$ cat src/design/rmq_pkg.sv
// Shared types for the rotation matrix to quaternion block.
// No dependencies.
package rmq_pkg;
   typedef enum logic [1:0] {LEAD_W, LEAD_X, LEAD_Y, LEAD_Z} lead_type;
endpackage

$ cat src/design/rmq_sqrt.sv
// Pipelined integer square root, one result bit per register stage.
// Carries a sideband vector alongside the data; uses rmq_pkg.
module rmq_sqrt #(
   parameter int VW  = 32,
   parameter int SBW = 8,
   parameter int HW  = (VW + 1) / 2
) (
   input  logic           clock,
   input  logic           reset,
   input  logic           en,
   input  logic           in_valid,
   input  logic [VW-1:0]  in_rad,
   input  logic [SBW-1:0] in_sb,
   output logic           out_valid,
   output logic [HW-1:0]  out_root,
   output logic [SBW-1:0] out_sb
);
   import rmq_pkg::*;
   localparam int PW = 2 * HW;

   logic [PW-1:0]  v_ff    [HW];
   logic [HW:0]    rem_ff  [HW];
   logic [HW-1:0]  root_ff [HW];
   logic           vld_ff  [HW];
   logic [SBW-1:0] sb_ff   [HW];

   for (genvar i = 0; i < HW; i++) begin : g_stage
      logic [PW-1:0]  v_src;
      logic [HW:0]    rem_src;
      logic [HW-1:0]  root_src;
      logic           vld_src;
      logic [SBW-1:0] sb_src;
      logic [HW+2:0]  tmp;
      logic [HW+2:0]  trial;
      logic [HW+2:0]  diff;
      logic           ge;
      if (i == 0) begin : g_first
         assign v_src    = PW'(in_rad);
         assign rem_src  = '0;
         assign root_src = '0;
         assign vld_src  = in_valid;
         assign sb_src   = in_sb;
      end else begin : g_next
         assign v_src    = v_ff[i-1];
         assign rem_src  = rem_ff[i-1];
         assign root_src = root_ff[i-1];
         assign vld_src  = vld_ff[i-1];
         assign sb_src   = sb_ff[i-1];
      end
      assign tmp   = {rem_src, v_src[PW-1:PW-2]};
      assign trial = {1'b0, root_src, 2'b01};
      assign diff  = tmp - trial;
      assign ge    = tmp >= trial;
      always_ff @(posedge clock) begin
         if (reset) begin
            vld_ff[i] <= 1'b0;
         end else if (en) begin
            vld_ff[i] <= vld_src;
         end
      end
      always_ff @(posedge clock) begin
         if (en) begin
            v_ff[i]    <= {v_src[PW-3:0], 2'b00};
            rem_ff[i]  <= ge ? diff[HW:0] : tmp[HW:0];
            root_ff[i] <= {root_src[HW-2:0], ge};
            sb_ff[i]   <= sb_src;
         end
      end
   end

   assign out_valid = vld_ff[HW-1];
   assign out_root  = root_ff[HW-1];
   assign out_sb    = sb_ff[HW-1];
endmodule

$ cat config.mk
export PLATFORM = sky130hd
export DESIGN_NAME = rmq_sqrt
export DESIGN_NICKNAME = d
export VERILOG_FILES = /design/src/design/rmq_pkg.sv /design/src/design/rmq_sqrt.sv
export SDC_FILE = /design/constraint.sdc
export NUM_CORES = 1
export LEC_CHECK = 0
export BUFFER_PORTS_ARGS = -buffer_cell sky130_fd_sc_hd__buf_2
export CAP_MARGIN = 20
export CORE_MARGIN = 2
export CORE_UTILIZATION = 55
export DETAILED_ROUTE_END_ITERATION = 10
export PLACE_DENSITY = 0.69
export SKIP_LAST_GASP = 1
export SYNTH_ARGS = -nofsm -noshare
export SYNTH_HDL_FRONTEND = slang
export SYNTH_SLANG_ARGS = --single-unit
$ cat constraint.sdc
create_clock -name clock -period 7.3 [get_ports clock]
set_clock_uncertainty 0.05 [all_clocks]
set_input_delay 1.095 -clock clock [delete_from_list [all_inputs] [get_ports clock]]
set_output_delay 1.095 -clock clock [all_outputs]
set_load 0.05 [all_outputs]
After elaboration in Yosys (flattened, before gate mapping). Memory sizes are Yosys's and may differ from the RTL's. Cells that the tools add are included.

Bitwise operators: 16. Add/subtract/negate cells: 16. Multiplexer cells: 38. Magnitude comparators: 16.

Operators with widths (number): 19-bit by 18-bit >= comparator with 1-bit output (15); 17-bit 2-to-1 mux (16); 17-bit subtractor (15); 1-bit 2-to-1 mux (22); 1-bit bitwise OR (16); 2-bit by 1-bit subtractor with 3-bit output, second input constant (1); 2-bit by 1-bit >= comparator with 1-bit output, second input constant (1).

Register bits: 0. Bits in writable memories: 1152. Logic and storage cells: 91. Output and inout bits: 25. Memories: 5.

Memories: v_ff (words 16, width 30, rd ports 15, clocked after memory_dff 0, wr ports 16, RTL line rmq_sqrt.sv:21) `logic [PW-1:0] v_ff [HW];`; rem_ff (words 16, width 17, rd ports 15, clocked after memory_dff 0, wr ports 16, RTL line rmq_sqrt.sv:22) `logic [HW:0] rem_ff [HW];`; root_ff (words 16, width 16, rd ports 16, clocked after memory_dff 0, wr ports 16, RTL line rmq_sqrt.sv:23) `logic [HW-1:0] root_ff [HW];`; sb_ff (words 16, width 8, rd ports 16, clocked after memory_dff 0, wr ports 16, RTL line rmq_sqrt.sv:25) `logic [SBW-1:0] sb_ff [HW];`; vld_ff (words 16, width 1, rd ports 16, clocked after memory_dff 0, wr ports 16, RTL line rmq_sqrt.sv:24) `logic vld_ff [HW];`.

Logic depth before layout (Yosys ltp).
Word-level depth: 4. Mapped depth: 10. Gate-level depth less buffers: 8.

Worst setup path after synthesis. No wires, ideal clock.

Kind: reg2reg. Start: mem rem_ff[5][27] in the netlist's numbering. End: mem rem_ff[6][10] in the netlist's numbering, data pin. Buffers on the path: 2. Slack: 4.365 ns. Setup time: 0.260 ns. Arrival time: 2.625 ns. Cell stages (with the launch flop): 9. Path through: edfxtp_1 -> ha_1 -> clkbuf_1 -> a21o_1 -> a211o_1 -> or3_1 -> nor4_4 -> buf_4 -> mux2_2.

RTL lines (RTL line): start: declaration (rmq_sqrt.sv:22).

==> results.tsv <==
metric	value	unit
status	completed	
Sum Neg Setup Slack	0	ns
pin slew with the least headroom to its limit	1.13	ns
first-pass GRT wire length	89200	microns
top post-synthesis cells by area	edfxtp_1 69%, ha_1 5.8%, xnor2_1 2.5%, inv_1 2.2%, a21oi_1 2.2%	
pwr/cell area	299	mW/mm^2
number of synthesized flops with an enable pin	757	
Final setup viols	0	
Total GRT Usage	17.6	%
# rows	89	
Floorplan Core Area	0.0590	sq mm
Num CTS Buffers	80	
Final Slew Violations	0	
post-synth top area cell	edfxtp_1	
critical path's slowest cell	a2111oi_0	
# resized after CTS	0	
Vias/cell	5.53	
min Tclk post-route	3.54	ns
total clock sinks	757	
via count	18085	
antenna viol nets, final	0	
fin crit share	48.4	%
CTS tree	built	
die height	249	microns
Mapped Area	0.0329	sq mm
CTS Hold Bufs	0	
ANT cells	0	
Initial Util	55.7	%
largest net degree at the start of global routing	200	
max cap viols	0	
most common cell in the netlist	edfxtp_1	
Fmax	0.283	GHz
setup repair bufs after CTS	0	
drt total wl	53900	microns
ys flop type	edfxtp_1	
DRT Pass-1 Iters	5	
maximum vdd drop	0.248	mV
Synthesis Warnings	0	
top post-synthesis cells by count	757 x edfxtp_1, 197 x inv_1, 158 x nor2_1	
Final nets	2628	
CTS clk-pin slew, worst paths	0.06	ns
CP Capture Type	flop	
grt ovf	0	
Arr. time, crit path	3.84	ns
share of layout cells above drive strength 1	10.8	%
die area	0.0618	sq mm
CTS H-tree lvls	3	
GPL Wtd Cong	0.960	
hold crit path type	flop to flop	
syn avg cell area	14.3	sq um
hpwl dp	36300	microns
WP data required	7.61	ns
Clk Latency, worst-skew pair	0.62	ns
max incr delay on CP	0.81	ns
Gate Count Post-Synth	2298	
initial DRC count	1201	
initial antenna violation count	0	
CTS max path bufs	3	
Startpoint Class	flop	
crit path cell chain	ha_1 -> o21ai_0 -> a2111oi_0 -> a211oi_1 -> o21ai_1 -> buf_4 -> mux2_2	
synth unique cells	73	
async set-reset flop share out of synthesis	0	%
flops & latches, synth	757	
I/O pin cnt	69	
CP Class	flop to flop	
Area Growth Syn to Fin	12.5	%
PortBufs	68	
area of the multi-input gates	0.00931	sq mm
CP max FO	14	
wire per inst	16.5	microns
Leak Pwr	14.0	nW
Die Wd	249	microns
final hold violation count	0	
RSZ-0062 raised after global routing	false	
Rel. slew slack	24.7	%
fillers	4428	
top cell type's share of synthesized area	69.1	%
root buf cell	clkbuf_16	
Post-route DRC	0	
fin util	62.7	%
Net Count, Synth	2494	
register area share after synthesis	69.1	%
total area of sequential cells	0.0227	sq mm
number of global-route vias before repair	17898	
-- per-layer routing --
layer / track usage (%) / routed length, microns
met5: 0 / 0
met1: 23.6 / 24300
met3: 3.46 / 2180
met2: 28.9 / 26100
met4: 5.61 / 1410
-- state kept, by name (all words and copies together) (netlist names) --
name and flops:
vld_ff 16, sb_ff 128, rem_ff 237, v_ff 240, root_ff 136
-- worst max-delay path: cells and delay by family, from the launching register on --
kind                     cells  cell delay [ns]
multiplexers                 1             0.36
AO/OA/AOI/OAI                4             1.79
adder cells (fa/ha/maj)      1             0.36
flip-flops                   1             0.39
buffers and inverters        1             0.33
-- report_power, final --
group	internal [W]	switching, W	total (W)
combinational	0.000601	0.000794	0.00139
clock	0.00248	0.00168	0.00416
sequential	0.00531	0.000218	0.00553
-- layout make-up --
| cell class | instances | area share [%] |
|---|---|---|
| Sequential cell | 757 | 61.4 |
| Tap cell | 773 | 2.61 |
| Multi-Input combinational cell | 1318 | 25.2 |
| Inverter | 197 | 2.00 |
| Clock buffer | 94 | 5.55 |
| Timing Repair Buffer | 78 | 1.27 |
| Clock inverter | 53 | 1.98 |
-- cells by family after synthesis --
kind of cell	share of synthesized area [%]
mux	1.85
compound gates	7.83
xor+xnor	4.23
simple gates	8.59
buf+inv	2.58
flops	69.1
other cells	0.0114
fa+ha+maj	5.78
-- path summary, 6_finish.rpt --
| kind | slack [ns] | cells past startpoint | endpoint | from |
|---|---|---|---|---|
| min | 0.35 | 0 | v_ff[0][209] | v_ff[0][177] |
| max | 3.76 | 7 | rem_ff[5][23] | rem_ff[5][0] |
| min reg2reg | 0.35 | 0 | v_ff[0][209] | v_ff[0][177] |
| max reg2reg | 3.76 | 7 | rem_ff[5][23] | rem_ff[5][0] |
-- layout by cell type (no fill, tap or decap), drive strengths merged, types with 6 or more instances in the layout --
cell and n:
mux2 46, mux2i 9, nor2b 26, o31ai 15, inv 199, nand2 70
buf 78, or3 28, xnor2 94, edfxtp 757, nor4 37, o31a 7
clkinv 34, clkbuf 94, o21ai 81, a21boi 7, nand2b 32, nand4 21
a21o 26, nor2 158, or2 12, nand3 43, and3 6, or4 17
xor2 65, ha 152, and2 21, o21a 34, a21oi 143, a211oi 18
bufinv 12, o211ai 10, a31oi 6, nor3 45
-- stage by stage --
stage,hold slack [ns],std cells,power [W],worst slack [ns],instance area (sq um)
finish,0.349,3270,0.0111,3.76,37000
global route,0.357,3270,0.0116,3.61,37000
CTS,0.349,3269,0.0112,3.91,37000
detailed placement,0.355,3122,0.00700,3.93,34200
global placement,0.350,3121,0.00696,3.97,34200
floorplan,0.350,2298,0.00657,4.36,32900
(Power assumes the default switching activity.)
